File: config.mk
export PLATFORM = sky130hd
export DESIGN_NAME = fki_ctrl
export DESIGN_NICKNAME = d
export VERILOG_FILES = /design/src/rtl/core/fki_pkg.sv /design/src/rtl/core/fki_ctrl.sv
export SDC_FILE = /design/constraint.sdc
export NUM_CORES = 1
export LEC_CHECK = 0
export ABC_AREA = 1
export BUFFER_PORTS_ARGS = -buffer_cell sky130_fd_sc_hd__buf_4
export CELL_PAD_IN_SITES_DETAIL_PLACEMENT = 0
export CELL_PAD_IN_SITES_GLOBAL_PLACEMENT = 1
export CORE_UTILIZATION = 29
export DETAILED_ROUTE_END_ITERATION = 16
export PLACE_DENSITY_LB_ADDON = 0.1
export SLEW_MARGIN = 20
export SYNTH_ARGS = -nofsm -noshare
export SYNTH_HDL_FRONTEND = slang
export SYNTH_SLANG_ARGS = --single-unit
File: constraint.sdc
create_clock -name clk -period 1 [get_ports clk]
set_input_delay 0.1 -clock clk [delete_from_list [all_inputs] [get_ports clk]]
set_output_delay 0.1 -clock clk [all_outputs]
set_load 0.1 [all_outputs]
File: src/rtl/core/fki_pkg.sv
// Shared types, constants and arithmetic helpers of the flight kinematics integrator.
package fki_pkg;

  localparam int CORDIC_STEPS = 16;
  localparam int ITER_W       = (CORDIC_STEPS > 1) ? $clog2(CORDIC_STEPS) : 1;

  localparam logic signed [17:0] ANG_PI       = 18'sd25736;
  localparam logic signed [17:0] ANG_2PI      = 18'sd51472;
  localparam logic signed [33:0] HALF_PI_Q30  = 34'sd1686629713;
  localparam logic signed [33:0] PI_Q30       = 34'sd3373259426;
  localparam logic signed [33:0] CORDIC_K     = 34'sd652032874;
  localparam logic [12:0]        FULL_THR     = 13'd4096;
  localparam logic [32:0]        RECIP9       = 33'd477218589;
  localparam logic [32:0]        RECIP5       = 33'd858993460;
  localparam logic [32:0]        DAMP_MUL     = 33'd36864;
  localparam logic [32:0]        HEADING_MUL  = 33'd58671;
  localparam logic [15:0]        FULL_CIRCLE  = 16'd46080;
  localparam logic [15:0]        DAMP_LIMIT   = 16'd819;

  localparam int IN_W  = 80;
  localparam int OUT_W = 160;

  // Register indexes on the configuration port.
  localparam logic [2:0] REG_MIN_ALT  = 3'd0;
  localparam logic [2:0] REG_BASE_SPD = 3'd1;
  localparam logic [2:0] REG_SPAN_SPD = 3'd2;
  localparam logic [2:0] REG_P_GAIN   = 3'd3;
  localparam logic [2:0] REG_R_GAIN   = 3'd4;
  localparam logic [2:0] REG_Y_GAIN   = 3'd5;

  typedef enum logic [5:0] {
    S_IDLE, S_PG, S_PDT, S_PUPD, S_RG, S_RDT, S_RUPD, S_YG, S_YDT, S_YUPD,
    S_KMH, S_SPD, S_SPDW,
    S_CINIT_P, S_CITER_P, S_CEND_P, S_CINIT_Y, S_CITER_Y, S_CEND_Y,
    S_FX, S_FXW, S_FZ, S_FZW, S_VX, S_VXW, S_VZ, S_VZW, S_VY, S_VYW,
    S_PX, S_PXW, S_PZ, S_PZW, S_PY, S_PYW,
    S_FLOOR, S_DAMPQ, S_DAMPW, S_HDG, S_HDGW
  } st_t;

  typedef struct packed {
    logic [15:0] min_alt;
    logic [9:0]  base_spd;
    logic [9:0]  span_spd;
    logic [15:0] pitch_gain;
    logic [15:0] roll_gain;
    logic [15:0] yaw_gain;
  } cfg_t;

  typedef struct packed {
    st_t  op;
    logic load;
  } cmd_t;

  typedef struct packed {
    logic cordic_last;
    logic out_free;
  } sts_t;

  // Arctangent of 2^-i in Q2.30.
  function automatic logic signed [33:0] atan_q30(input logic [4:0] i);
    logic signed [33:0] r;
    case (i)
      5'd0:  r = 34'sd843314856;
      5'd1:  r = 34'sd497837829;
      5'd2:  r = 34'sd263043836;
      5'd3:  r = 34'sd133525158;
      5'd4:  r = 34'sd67021686;
      5'd5:  r = 34'sd33543515;
      5'd6:  r = 34'sd16775850;
      5'd7:  r = 34'sd8388437;
      5'd8:  r = 34'sd4194282;
      5'd9:  r = 34'sd2097149;
      5'd10: r = 34'sd1048575;
      5'd11: r = 34'sd524287;
      5'd12: r = 34'sd262143;
      5'd13: r = 34'sd131071;
      5'd14: r = 34'sd65535;
      5'd15: r = 34'sd32767;
      5'd16: r = 34'sd16383;
      5'd17: r = 34'sd8191;
      5'd18: r = 34'sd4095;
      5'd19: r = 34'sd2047;
      5'd20: r = 34'sd1023;
      5'd21: r = 34'sd511;
      5'd22: r = 34'sd255;
      5'd23: r = 34'sd127;
      default: r = 34'sd0;
    endcase
    return r;
  endfunction

  // Shift right with rounding to nearest, ties away from zero.
  function automatic logic signed [65:0] rnd_sh(input logic signed [65:0] v,
                                               input logic [4:0] s);
    logic signed [65:0] mag;
    logic signed [65:0] half;
    logic signed [65:0] r;
    mag  = (v < 0) ? -v : v;
    half = 66'sd1 <<< (s - 5'd1);
    r    = (mag + half) >>> s;
    return (v < 0) ? -r : r;
  endfunction

  // One wrap by a full turn, then a clamp to the half-turn limits.
  function automatic logic signed [15:0] wrap_ang(input logic signed [17:0] a);
    logic signed [17:0] w;
    w = a;
    if (w > ANG_PI) w = w - ANG_2PI;
    if (w < -ANG_PI) w = w + ANG_2PI;
    if (w > ANG_PI) w = ANG_PI;
    if (w < -ANG_PI) w = -ANG_PI;
    return w[15:0];
  endfunction

  function automatic logic signed [31:0] sat32(input logic signed [33:0] v);
    logic signed [31:0] r;
    if (v > 34'sd2147483647) r = 32'sh7fffffff;
    else if (v < -34'sd2147483648) r = 32'sh80000000;
    else r = v[31:0];
    return r;
  endfunction

endpackage

File: src/rtl/core/fki_ctrl.sv
// Sequencer that steps the datapath through one tick of the integration.
module fki_ctrl (
  input  logic          clk,
  input  logic          rst_n,
  input  logic          in_tvalid,
  output logic          in_tready,
  input  fki_pkg::sts_t sts,
  output fki_pkg::cmd_t cmd
);
  import fki_pkg::*;

  st_t state_r, state_nxt;

  always_ff @(posedge clk) begin
    if (!rst_n) state_r <= S_IDLE;
    else state_r <= state_nxt;
  end

  always_comb begin
    in_tready = (state_r == S_IDLE);
    cmd.op    = state_r;
    cmd.load  = in_tready & in_tvalid;
    state_nxt = state_r;
    unique case (state_r)
      S_IDLE:    if (in_tvalid) state_nxt = S_PG;
      S_PG:      state_nxt = S_PDT;
      S_PDT:     state_nxt = S_PUPD;
      S_PUPD:    state_nxt = S_RG;
      S_RG:      state_nxt = S_RDT;
      S_RDT:     state_nxt = S_RUPD;
      S_RUPD:    state_nxt = S_YG;
      S_YG:      state_nxt = S_YDT;
      S_YDT:     state_nxt = S_YUPD;
      S_YUPD:    state_nxt = S_KMH;
      S_KMH:     state_nxt = S_SPD;
      S_SPD:     state_nxt = S_SPDW;
      S_SPDW:    state_nxt = S_CINIT_P;
      S_CINIT_P: state_nxt = S_CITER_P;
      S_CITER_P: if (sts.cordic_last) state_nxt = S_CEND_P;
      S_CEND_P:  state_nxt = S_CINIT_Y;
      S_CINIT_Y: state_nxt = S_CITER_Y;
      S_CITER_Y: if (sts.cordic_last) state_nxt = S_CEND_Y;
      S_CEND_Y:  state_nxt = S_FX;
      S_FX:      state_nxt = S_FXW;
      S_FXW:     state_nxt = S_FZ;
      S_FZ:      state_nxt = S_FZW;
      S_FZW:     state_nxt = S_VX;
      S_VX:      state_nxt = S_VXW;
      S_VXW:     state_nxt = S_VZ;
      S_VZ:      state_nxt = S_VZW;
      S_VZW:     state_nxt = S_VY;
      S_VY:      state_nxt = S_VYW;
      S_VYW:     state_nxt = S_PX;
      S_PX:      state_nxt = S_PXW;
      S_PXW:     state_nxt = S_PZ;
      S_PZ:      state_nxt = S_PZW;
      S_PZW:     state_nxt = S_PY;
      S_PY:      state_nxt = S_PYW;
      S_PYW:     state_nxt = S_FLOOR;
      S_FLOOR:   state_nxt = S_DAMPQ;
      S_DAMPQ:   state_nxt = S_DAMPW;
      S_DAMPW:   state_nxt = S_HDG;
      S_HDG:     state_nxt = S_HDGW;
      S_HDGW:    if (sts.out_free) state_nxt = S_IDLE;
      default:   state_nxt = S_IDLE;
    endcase
  end

endmodule

Word level (Yosys, flattened, before mapping)
Index checks and enable logic that the tools add are counted.
{ "word_totals": {"reg_bits": 6, "word_cells": 52, "out_inout_bits": 8, "input_bits": 5} }
{ "op_classes": {"mux": 5, "bitwise": 1, "reduce_logical": 2, "n_eq_ne": 43} }
{ "op_table": {"columns": ["operator", "n"], "rows": [
  ["6-bit one-hot mux with 40 select lines", 1],
  ["6-bit by 5-bit == test with 1-bit output (second input constant)", 16],
  ["6-bit by 4-bit == test with 1-bit output (second input constant)", 8],
  ["6-bit == test (second input constant)", 8],
  ["6-bit by 3-bit == test with 1-bit output (second input constant)", 4],
  ["6-bit two-way mux", 4],
  ["6-bit by 2-bit == test with 1-bit output (second input constant)", 2],
  ["2-bit inequality test (second input constant)", 4],
  ["6-bit by 1-bit == test with 1-bit output (second input constant)", 1],
  ["6-bit zero test", 1],
  ["4-bit AND reduction", 1],
  ["1-bit AND", 1]
]} }

Depth between registers and ports, before layout
{ "depth": {"word_depth": 3, "ltp_mapped": 9, "ltp_nobuf": 9} }

Worst setup path before layout
Ideal clock, no wire load.
{ "synth_timing": {"path_kind": "register to output", "start": "register state_r[3]", "end": "output cmd[0] in the netlist's numbering", "required_time_ns": 0.900, "arrival_ns": 2.410, "stages_incl_launch_ff": 4, "path_buffers": 0, "setup_slack_ns": -1.510, "path_cell_list": "dfxtp_1 > nor2_2 > nand3_1 > nor2_1"} }
{ "synth_rtl": {"columns": ["item", "line", "text"], "rows": [
  ["from (decl)", "fki_ctrl.sv:12", "st_t state_r, state_nxt;"],
  ["from (signal assigned)", "fki_ctrl.sv:16", "else state_r <= state_nxt;"],
  ["to (decl)", "fki_ctrl.sv:8", "output fki_pkg::cmd_t cmd"]
]} }

==> results.toml <==
[floorplan]
pin_count = 13
fp.dieW_um = 43.4
die_h_um = 43.4
design.core.area_sq_um = 1560
row_count = 14
die_area_sq_um = 1890
initial_core_util_pct = 31.9

[job]
maxCapViolations = 0

[clocking]
clockBufferDepth = 2
cts_max_level = 1
cts_sinks = 6
numCtsBuffers = 3
path_clk_slew_ns = 0.04
cts_tree = "yes"
clock_latency_ns = 0.24
cts_root_buf = "clkbuf_4"

[timing]
rsz0062_at_grt = "yes"
fin_ws_ns = -0.240
slew_violations = 0
hold_violations = 0
skew_ns = 0.00208
fmax_mhz = 806
setup_viol = 9
tightest_slew_ns = 0.192
maxSlewHeadroom_pct = 87.0
fin_crit_ns = 1.24
fin_crit_sh_pct = 124

[logic_synthesis]
yosys.area.top_type = "dfxtp_1"
synthDistinctLibCells = 16
synth_warnings = 0
postSynthAreaPerCell_sq_um = 5.79
ys_seq_area_share_pct = 24.1
synth_seq_cells = 6
syn_inst = 86
yosys-top-cells-area = "dfxtp_1 (24%), nand2_1 (13%), nand3_1 (12%)"
syn_nets = 91
synth_area_sq_um = 498
synth_top_area_share_pct = 24.1

[power_and_ir_drop]
p_total_mw = 1.67
p_switching_uw = 865
intPower_uw = 807
p_per_area_nw_per_um2 = 1820
seqPwrFrac_pct = 20.5
p_clk_share_pct = 12.7
p_leak_nw = 0.462
vdd_drop_max_mv = 1.36
combPwrFrac_pct = 66.8
swShare_pct = 51.7

[critical_path]
critPathMostFrequentCell = "nor2_4"
critPathCaptureType = "primary output"
timing.reg2reg.setup_slack_ns = -0.20
cp_top_family = "flip-flops"
cpMaxStageDelayCell = "dfxtp_4"
critPathMaxFanout = 5
reg2reg_depth = 9
cp-start-kind = "flop"
critPathBufInv = 1
critical_path.cell_chain = "nor2_4 > nand3_4 > nor2_4 > buf_12"
timing.rr.end = "state_r[2]"
cp_data_required_time_ns = 0.90
arrival_ns = 1.14
criticalPathCategory = "flop to primary output"
timing.rr.start = "state_r[4]"
cp_slowest_stage_delay_ns = 0.36

[routing]
dr_total_vias = 607
ant_nets = 0
firstDrtPassIters = 9
vias_per_cell = 4.56
wl_per_cell_um = 10.4
drc_errors = 2
first_iter_violations = 7
wl_mm = 1.39

[layout]
synthToLayoutAreaGrowth_pct = 84.9
n_antenna_cell = 0
layout_commonest_cell = "buf_4"
most-common-layout-cells = "buf_4 (17), nand2_1 (14), inv_1 (12)"
fin_util_pct = 59.1
drive_above_1_share_pct = 57.3
top_register = "state_r"
final_nets = 124
largest_register_ffs = 6
reg_top3 = "state_r x6"
fin_cells = 133

[global_routing]
grt_pass1_wl_mm = 2.50
antenna_found_initial = 0
grt_max_degree = 7
grtUsageTotal_pct = 17.7
first_global_vias = 640
overflow = 0

[place]
pre_cts_slack_ns = -0.234
hpwl_mm = 1.03
io_buffer_count = 12
place_congestion = 0.812
dp_cells = 122

[hold_path]
worstHoldPathCells = 3
worstHoldPathType = "primary input to flop"
hold_start = "rst_n"
min_to = "state_r[5]"

[run_status]
outcome = "finished, violations left"
violations = "DRC, setup timing"
power by group through the flow:
stage               clock network, mW  registers [mW]  logic (mW)
detailed placement                  0           0.346       0.927
global placement                    0           0.345       0.936
global route                    0.243           0.348        1.18
finish                          0.213           0.343        1.12
floorplan                           0           0.549       0.533
CTS                             0.227           0.341        1.11
worst max-delay path by stage:
stage	cells past startpoint	start	endpoint
after floorplan	3	state_r[3]	cmd[0]
after global placement	8	state_r[3]	state_r[2]
after detailed placement	8	state_r[3]	state_r[2]
after CTS	4	state_r[2]	cmd[0]
after global routing	4	state_r[4]	cmd[0]
final	4	state_r[4]	cmd[0]
tightest hold or removal path, delay by kind of cell:
kind | cells | cell delay, ns
AO/OA/AOI/OAI | 1 | 0.04
buffers and inverters | 2 | 0.12
logic make-up after synthesis:
| family | after synthesis | synth area share, % |
|---|---|---|
| DFF | 6 | 24.1 |
| and+or+nand+nor | 54 | 53.0 |
| buffers and inverters | 19 | 14.8 |
| AOI/OAI and AO/OA | 7 | 8.04 |
area by class of cell:
cell class	instances	area [sq um]
Clock buffer	3	22.5
Fill cell	151	638
Inverter	19	77.6
Multi-Input combinational cell	61	368
Sequential cell	6	143
Tap cell	16	20.0
Timing Repair Buffer	28	290
what timing repair did:
| item | in CTS | in global routing |
|---|---|---|
| hold buffers | 0 | 0 |
| pin swaps | 5 | 6 |
| endpoints found under the setup margin | 13 | 9 |
| gates resized for setup | 18 | 9 |
| buffers inserted | 6 | 2 |
| gates cloned | 0 | 0 |
metal layers:
layer | global-route usage [%] | vias up | routed length [um]
met5 | 0 | - | 0
met4 | 11.9 | 0 | 0
met3 | 0 | 0 | 22
met2 | 27.9 | 12 | 691
met1 | 23.9 | 268 | 673
li1 | - | 327 | -
synth_stat cells (all sizes together):
master,count
and2,1
dfxtp,6
nor3,1
nor2,17
o21ai,4
nand2,22
o211a,1
a21oi,2
inv,19
nand3,13
through the flow:
| step | setup TNS [ns] | instance area (sq um) | hold WS [ns] |
|---|---|---|---|
| after global placement | -1.16 | 739 | 0.317 |
| after floorplan | -2.16 | 569 | 0.204 |
| final | -1.33 | 921 | 0.0626 |
| after detailed placement | -1.20 | 739 | 0.317 |
| after CTS | -1.47 | 873 | 0.0610 |
| after global routing | -2.00 | 921 | 0.0784 |
No activity file was read; power rests on OpenSTA's default activity.
