--- config.mk ---
export PLATFORM = sky130hd
export DESIGN_NAME = fki_regs
export DESIGN_NICKNAME = d
export VERILOG_FILES = /design/src/rtl/core/fki_pkg.sv /design/src/rtl/core/fki_regs.sv
export SDC_FILE = /design/constraint.sdc
export NUM_CORES = 1
export LEC_CHECK = 0
export BUFFER_PORTS_ARGS = -buffer_cell sky130_fd_sc_hd__buf_2
export CAP_MARGIN = 20
export CORE_MARGIN = 4
export CORE_UTILIZATION = 45
export CTS_CLUSTER_SIZE = 12
export DETAILED_ROUTE_END_ITERATION = 12
export HOLD_SLACK_MARGIN = 0.12
export PLACE_DENSITY = 0.83
export SYNTH_ARGS = -nofsm -noshare
export SYNTH_HDL_FRONTEND = slang
export SYNTH_SLANG_ARGS = --single-unit
--- constraint.sdc ---
create_clock -name clk -period 4.2 [get_ports clk]
set_clock_uncertainty 0.1 [all_clocks]
set_input_delay 0.84 -clock clk [delete_from_list [all_inputs] [get_ports clk]]
set_output_delay 0.84 -clock clk [all_outputs]
set_load 0.02 [all_outputs]
--- src/rtl/core/fki_pkg.sv ---
// Shared types, constants and arithmetic helpers of the flight kinematics integrator.
package fki_pkg;

  localparam int CORDIC_STEPS = 16;
  localparam int ITER_W       = (CORDIC_STEPS > 1) ? $clog2(CORDIC_STEPS) : 1;

  localparam logic signed [17:0] ANG_PI       = 18'sd25736;
  localparam logic signed [17:0] ANG_2PI      = 18'sd51472;
  localparam logic signed [33:0] HALF_PI_Q30  = 34'sd1686629713;
  localparam logic signed [33:0] PI_Q30       = 34'sd3373259426;
  localparam logic signed [33:0] CORDIC_K     = 34'sd652032874;
  localparam logic [12:0]        FULL_THR     = 13'd4096;
  localparam logic [32:0]        RECIP9       = 33'd477218589;
  localparam logic [32:0]        RECIP5       = 33'd858993460;
  localparam logic [32:0]        DAMP_MUL     = 33'd36864;
  localparam logic [32:0]        HEADING_MUL  = 33'd58671;
  localparam logic [15:0]        FULL_CIRCLE  = 16'd46080;
  localparam logic [15:0]        DAMP_LIMIT   = 16'd819;

  localparam int IN_W  = 80;
  localparam int OUT_W = 160;

  // Register indexes on the configuration port.
  localparam logic [2:0] REG_MIN_ALT  = 3'd0;
  localparam logic [2:0] REG_BASE_SPD = 3'd1;
  localparam logic [2:0] REG_SPAN_SPD = 3'd2;
  localparam logic [2:0] REG_P_GAIN   = 3'd3;
  localparam logic [2:0] REG_R_GAIN   = 3'd4;
  localparam logic [2:0] REG_Y_GAIN   = 3'd5;

  typedef enum logic [5:0] {
    S_IDLE, S_PG, S_PDT, S_PUPD, S_RG, S_RDT, S_RUPD, S_YG, S_YDT, S_YUPD,
    S_KMH, S_SPD, S_SPDW,
    S_CINIT_P, S_CITER_P, S_CEND_P, S_CINIT_Y, S_CITER_Y, S_CEND_Y,
    S_FX, S_FXW, S_FZ, S_FZW, S_VX, S_VXW, S_VZ, S_VZW, S_VY, S_VYW,
    S_PX, S_PXW, S_PZ, S_PZW, S_PY, S_PYW,
    S_FLOOR, S_DAMPQ, S_DAMPW, S_HDG, S_HDGW
  } st_t;

  typedef struct packed {
    logic [15:0] min_alt;
    logic [9:0]  base_spd;
    logic [9:0]  span_spd;
    logic [15:0] pitch_gain;
    logic [15:0] roll_gain;
    logic [15:0] yaw_gain;
  } cfg_t;

  typedef struct packed {
    st_t  op;
    logic load;
  } cmd_t;

  typedef struct packed {
    logic cordic_last;
    logic out_free;
  } sts_t;

  // Arctangent of 2^-i in Q2.30.
  function automatic logic signed [33:0] atan_q30(input logic [4:0] i);
    logic signed [33:0] r;
    case (i)
      5'd0:  r = 34'sd843314856;
      5'd1:  r = 34'sd497837829;
      5'd2:  r = 34'sd263043836;
      5'd3:  r = 34'sd133525158;
      5'd4:  r = 34'sd67021686;
      5'd5:  r = 34'sd33543515;
      5'd6:  r = 34'sd16775850;
      5'd7:  r = 34'sd8388437;
      5'd8:  r = 34'sd4194282;
      5'd9:  r = 34'sd2097149;
      5'd10: r = 34'sd1048575;
      5'd11: r = 34'sd524287;
      5'd12: r = 34'sd262143;
      5'd13: r = 34'sd131071;
      5'd14: r = 34'sd65535;
      5'd15: r = 34'sd32767;
      5'd16: r = 34'sd16383;
      5'd17: r = 34'sd8191;
      5'd18: r = 34'sd4095;
      5'd19: r = 34'sd2047;
      5'd20: r = 34'sd1023;
      5'd21: r = 34'sd511;
      5'd22: r = 34'sd255;
      5'd23: r = 34'sd127;
      default: r = 34'sd0;
    endcase
    return r;
  endfunction

  // Shift right with rounding to nearest, ties away from zero.
  function automatic logic signed [65:0] rnd_sh(input logic signed [65:0] v,
                                               input logic [4:0] s);
    logic signed [65:0] mag;
    logic signed [65:0] half;
    logic signed [65:0] r;
    mag  = (v < 0) ? -v : v;
    half = 66'sd1 <<< (s - 5'd1);
    r    = (mag + half) >>> s;
    return (v < 0) ? -r : r;
  endfunction

  // One wrap by a full turn, then a clamp to the half-turn limits.
  function automatic logic signed [15:0] wrap_ang(input logic signed [17:0] a);
    logic signed [17:0] w;
    w = a;
    if (w > ANG_PI) w = w - ANG_2PI;
    if (w < -ANG_PI) w = w + ANG_2PI;
    if (w > ANG_PI) w = ANG_PI;
    if (w < -ANG_PI) w = -ANG_PI;
    return w[15:0];
  endfunction

  function automatic logic signed [31:0] sat32(input logic signed [33:0] v);
    logic signed [31:0] r;
    if (v > 34'sd2147483647) r = 32'sh7fffffff;
    else if (v < -34'sd2147483648) r = 32'sh80000000;
    else r = v[31:0];
    return r;
  endfunction

endpackage

--- src/rtl/core/fki_regs.sv ---
// Configuration register file behind the APB-style port.
module fki_regs (
  input  logic              clk,
  input  logic              rst_n,
  input  logic              cfg_psel,
  input  logic              cfg_penable,
  input  logic              cfg_pwrite,
  input  logic [4:0]        cfg_paddr,
  input  logic [31:0]       cfg_pwdata,
  output logic [31:0]       cfg_prdata,
  output logic              cfg_pready,
  output fki_pkg::cfg_t     cfg
);
  import fki_pkg::*;

  cfg_t       cfg_r;
  logic       wr_en;
  logic [2:0] idx;

  assign cfg_pready = 1'b1;
  assign idx        = cfg_paddr[4:2];
  assign wr_en      = cfg_psel & cfg_penable & cfg_pwrite;
  assign cfg        = cfg_r;

  always_ff @(posedge clk) begin
    if (!rst_n) begin
      cfg_r.min_alt    <= 16'd100;
      cfg_r.base_spd   <= 10'd100;
      cfg_r.span_spd   <= 10'd200;
      cfg_r.pitch_gain <= 16'd8192;
      cfg_r.roll_gain  <= 16'd13107;
      cfg_r.yaw_gain   <= 16'd4915;
    end else if (wr_en) begin
      unique case (idx)
        REG_MIN_ALT:  cfg_r.min_alt    <= cfg_pwdata[15:0];
        REG_BASE_SPD: cfg_r.base_spd   <= cfg_pwdata[9:0];
        REG_SPAN_SPD: cfg_r.span_spd   <= cfg_pwdata[9:0];
        REG_P_GAIN:   cfg_r.pitch_gain <= cfg_pwdata[15:0];
        REG_R_GAIN:   cfg_r.roll_gain  <= cfg_pwdata[15:0];
        REG_Y_GAIN:   cfg_r.yaw_gain   <= cfg_pwdata[15:0];
        default: ;
      endcase
    end
  end

  always_comb begin
    unique case (idx)
      REG_MIN_ALT:  cfg_prdata = 32'(cfg_r.min_alt);
      REG_BASE_SPD: cfg_prdata = 32'(cfg_r.base_spd);
      REG_SPAN_SPD: cfg_prdata = 32'(cfg_r.span_spd);
      REG_P_GAIN:   cfg_prdata = 32'(cfg_r.pitch_gain);
      REG_R_GAIN:   cfg_prdata = 32'(cfg_r.roll_gain);
      REG_Y_GAIN:   cfg_prdata = 32'(cfg_r.yaw_gain);
      default:      cfg_prdata = 32'd0;
    endcase
  end

endmodule

### Yosys cells after proc, flatten, opt, wreduce, memory -nomap -nowiden

Cells that the tools add are included.

* equal/unequal tests: 5
* bitwise logic cells: 2
* reductions and logical operators: 7
* muxes and demuxes: 1

Operators with widths (number)
* one-hot mux 16 bit (6 select lines): 1
* AND reduction 2 bit: 6
* equality test 3 x 2 -> 1 bit, second input constant: 2
* equality test 3 bit, second input constant: 2
* equality test 3 x 1 -> 1 bit, second input constant: 1
* logical NOT 3 bit: 1
* AND 1 bit: 2

* flip-flop bits (word level): 84
* logic and storage cells: 21
* bits of input ports: 42

### Depth between registers and ports, before layout

* depth in word-level cells: 3
* mapped depth: 6

### Worst setup path before layout

Ideal clock, no wire load.

* path type: input port to output port
* from: input cfg_paddr[3]
* to: output cfg_prdata[2]
* setup slack: 1226 ps
* stages: 5
* path buffers: 2
* arrival: 2034 ps
* cell sequence: buf_2 nor2_1 buf_2 a22oi_1 o21ai_0

* word-level cells in the longest chain between the ends: 2
* elaborated cells on any way between the ends: 7

RTL lines
* start: declaration: RTL line fki_regs.sv:8 `input logic [4:0] cfg_paddr,`
* equality test 3 bit, or another cell as far along: RTL line fki_regs.sv:47 `unique case (idx)`
* one-hot mux 16 bit (6 select lines) (*): RTL line fki_regs.sv:47
* end: declaration: RTL line fki_regs.sv:10 `output logic [31:0] cfg_prdata,`

Mark *: on every way between the ends. The rest lies on a longest branch, timed or not.

### Worst setup path in the final report

* from: input cfg_paddr[2]
* to: output cfg_prdata[2]

Same word-level chain as after synthesis.

==> impl_summary.txt <==
----------------------------------------------------
[Outcome]
  Status ... complete, no violations

[Synthesis]
  Netlist area before placement ... ~0.004 mm²
  Number of storage elements in the synthesis netlist ... 84
  Share of the yosys chip area belonging to registers ... a little over two fifths
  Total of warnings raised by yosys ... 0
  Post-synthesis cell type count ... 30
  Avg Inst Size Synth ... ~9.4 µm²
  Cell count after synthesis ... ~420

[Pwr]
  Relative contribution of sequential cells to total power ... about half
  Clk pwr share ... between 40 and 50%
  Cell-internal power ... between 1 and 1.5 mW
  Peak supply drop ... 203 µV
  Power per unit of standard cell area ... approximately 350 mW/mm²
  Leakage component of the power ... 2.26 nW
  Gate power share ... between 10% and 20%
  NetSw ... 0.401 mW
  Switching power as a share of total power ... 24.1%

[STA]
  Final worst path period need ... approximately 3.4 ns
  Rel. slew slack ... 26.0%
  Count of pins over their slew limit ... 0
  Sum of negative setup slack ... 0 ns
  Number of failing hold endpoints at the final stage ... 0
  Achievable clock frequency ... just under 300 MHz
  Ratio of final minimum period to clock period ... 80.0%
  Count of endpoints failing setup in the final report ... 0
  Worst slew pin tran ... approximately 1.1 ns
  Setup ws final ... between 0.8 and 0.9 ns
  Unrepaired setup endpoints after global routing ... no

[Layout]
  Fillers ... 777
  Growth of design area from synthesis to finish ... 21.6%
  Max reg flops ... 84
  Number of diodes added for antenna fixing ... 0
  Count of nets after finishing ... 570
  Number of standard cells in the layout, taps in and fillers out ... roughly 640
  Fraction of layout instances using a drive strength above 1 ... a little under a third
  Final Util ... a little under three fifths

[Routing]
  Count of routing violations after the opening detailed-route iteration ... 125
  First-pass detailed-route iteration total ... 4
  Total wire length after detailed routing ... 11.8 mm
  Number of remaining DRC errors ... 0
  Post-route antenna net violation count ... 0
  Total number of vias ... 3497
  Routed wire per std cell ... 18.5 µm
  Mean number of vias per cell ... 5.49

[Clocking]
  Clock buffer depth ... 2
  Number of instances resized during post-cts repair ... 0
  Clock transition at the registers of the reported paths ... 0.08 ns
  Clock insertion delay at the later pin of the skew report ... around 0.34 ns
  Htree depth ... 3
  Total setup buffers inserted after CTS ... 0
  Clock buffers created by TritonCTS ... 9
  Hold_buf cts ... 0
  Root Driver ... sky130_fd_sc_hd__clkbuf_8
  TritonCTS clock tree ... built
  TritonCTS Sinks ... 84

[Floorplanning]
  I/O Pins ... 159
  CORE AREA ... 0.00838 mm²
  Die boundary width ... 102 µm
  Initial core utilization ... ~47%
  Core Rows ... 33
  Height of the chip ... approximately 100 µm
  Die Footprint ... roughly 0.010 mm²

[Critical path]
  Type of the worst setup path ... in2out
  Crit path required time ... 3.26 ns
  CP endpoint kind ... output port
  Largest driver fanout on the critical path ... 16
  Worst R2R Start ... cfg[2]
  R2R Path End ... cfg[2]
  Register-to-Register Setup Slack ... around 3.4 ns
  Kind of start point of the critical path ... primary input
  Worst EP arrival ... ~2.4 ns
  Register-to-Register Path Depth ... 2

[Min path]
  Startpoint of the lowest-slack hold path ... cfg[41]
  Worst hold path depth ... 2
  End point of the most critical hold path ... cfg[41]
  Hold/Removal Path Class ... reg2reg

[Global routing]
  Wire length of the first global-routing pass ... 18.4 mm
  Initial antenna violation count ... 0
  Vias in the first global route ... 3515
  GR Overflow Total ... 0
  All-Layer GR Usage ... a little under a quarter
  Pin count of the biggest net entering global routing ... 46

[Job]
  Max-cap violations ... 0

[Place]
  Port Buf Inserts ... around 120
  Post-DP HPWL ... around 8.5 mm
  Worst Setup Slack post-DPL ... between 0.8 and 0.9 ns
  Final weighted congestion of routability-driven global placement ... around 0.79
  Number of instances in the placed design ... a little over 600

----------------------------------------------------
[worst max path at each step]
| stage | startpoint | cells after the start | slack (ns) | endpoint |
|---|---|---|---|---|
| 2_1_floorplan | cfg_paddr[3] | 5 | 1.23 | cfg_prdata[2] |
| 3_3_place_gp | cfg_paddr[3] | 6 | 0.93 | cfg_prdata[2] |
| 3_5_place_dp | cfg_paddr[2] | 6 | 0.90 | cfg_prdata[10] |
| 4_1_cts | cfg_paddr[2] | 6 | 0.87 | cfg_prdata[2] |
| 5_1_grt | cfg_paddr[2] | 6 | 0.75 | cfg_prdata[7] |
| 6_report | cfg_paddr[2] | 6 | 0.84 | cfg_prdata[2] |
[synth_stat cells (all sizes together)]
library cell	instances	area, µm²
dfxtp	84	1680
mux2i	76	761
nand2	75	282
buf	32	214
o21ai	23	115
clkbuf	19	71.3
o211ai	17	128
a22oi	16	120
mux2	14	158
inv	13	48.8
nor2b	11	68.8
o22ai	8	50.1
nand3	4	20.0
nor2	4	30.0
a32oi	3	26.3
nand2b	3	18.8
o311ai	3	26.3
conb	2	7.51
mux4	2	45.0
or2	2	12.5
and2	1	6.26
nand3b	1	7.51
nand4	1	6.26
nand4b	1	23.8
nor3	1	5.00
nor3b	1	7.51
or3	1	6.26
[placed cells by master, fill, tap and decap left out, types with 2 or more instances in the layout]
master	synthesis	layout
sky130_fd_sc_hd__o211ai_1	17	17
sky130_fd_sc_hd__nor2b_1	11	11
sky130_fd_sc_hd__nor2_4	2	2
sky130_fd_sc_hd__buf_2	12	123
sky130_fd_sc_hd__nand3_1	4	4
sky130_fd_sc_hd__o21ai_0	23	23
sky130_fd_sc_hd__o311ai_0	3	3
sky130_fd_sc_hd__mux2_2	14	14
sky130_fd_sc_hd__mux4_2	2	2
sky130_fd_sc_hd__mux2i_1	76	76
sky130_fd_sc_hd__or2_1	2	2
sky130_fd_sc_hd__inv_1	13	13
sky130_fd_sc_hd__o22ai_1	8	8
sky130_fd_sc_hd__clkbuf_8	0	10
sky130_fd_sc_hd__dfxtp_1	84	84
sky130_fd_sc_hd__nor2_1	2	2
sky130_fd_sc_hd__a32oi_1	3	3
sky130_fd_sc_hd__bufinv_16	0	3
sky130_fd_sc_hd__buf_4	19	12
sky130_fd_sc_hd__a22oi_1	16	16
sky130_fd_sc_hd__nand2b_1	3	3
sky130_fd_sc_hd__conb_1	2	17
sky130_fd_sc_hd__nand2_1	75	75
[worst max-delay path: stages]
cell and delay, ns:
sky130_fd_sc_hd__buf_2 0.21, sky130_fd_sc_hd__nor2_1 0.53, sky130_fd_sc_hd__buf_4 0.30, sky130_fd_sc_hd__a22oi_1 0.10, sky130_fd_sc_hd__o21ai_0 0.22, sky130_fd_sc_hd__buf_2 0.21
[logic make-up (layout without fill, tap and decap cells)]
logic type | Yosys count | after routing | synth area share (%)
muxes | 92 | 92 | 24.4
and+or+nand+nor | 106 | 106 | 12.5
AOI/OAI and AO/OA | 70 | 70 | 11.8
other | 2 | 17 | 0.190
DFF | 84 | 84 | 42.6
buffers and inverters | 64 | 163 | 8.47
[per-stage QoR]
| step | hold slack (ns) | instance area, µm² | total power, mW |
|---|---|---|---|
| floorplan | 0.442 | 4000 | 0.947 |
| global placement | 0.356 | 4560 | 0.988 |
| detailed placement | 0.365 | 4560 | 0.991 |
| CTS | 0.381 | 4800 | 1.67 |
| global route | 0.394 | 4800 | 1.72 |
| finish | 0.376 | 4800 | 1.66 |
[power groups by stage]
stage / combinational, mW / clock [mW] / sequential, mW
global placement: 0.162 / 0 / 0.826
detailed placement: 0.165 / 0 / 0.827
global route: 0.179 / 0.729 / 0.809
floorplan: 0.113 / 0 / 0.834
finish: 0.166 / 0.689 / 0.808
CTS: 0.165 / 0.699 / 0.808
[metal layers]
layer | wire length, µm | track usage, % | part of all wire (%) | vias to the layer above
met5 | 0 | 0 | 0 | -
met4 | 138 | 6.24 | 1.2 | 0
met3 | 859 | 4.75 | 7.3 | 14
met2 | 5580 | 38.0 | 47 | 132
met1 | 5190 | 29.9 | 44 | 1706
li1 | - | - | - | 1645
[area by class of cell]
cell class                      count  area [µm²]  share of cell area (%)
Clock inverter                      4        97.6                    2.03
Tap cell                          105         131                    2.74
Clock buffer                       11         141                    2.95
Timing Repair Buffer              135         706                    14.7
Multi-Input combinational cell    285        1990                    41.5
Sequential cell                    84        1680                    35.0
Inverter                           13        48.8                    1.02
Note: power is estimated with default switching activity, not from simulation.
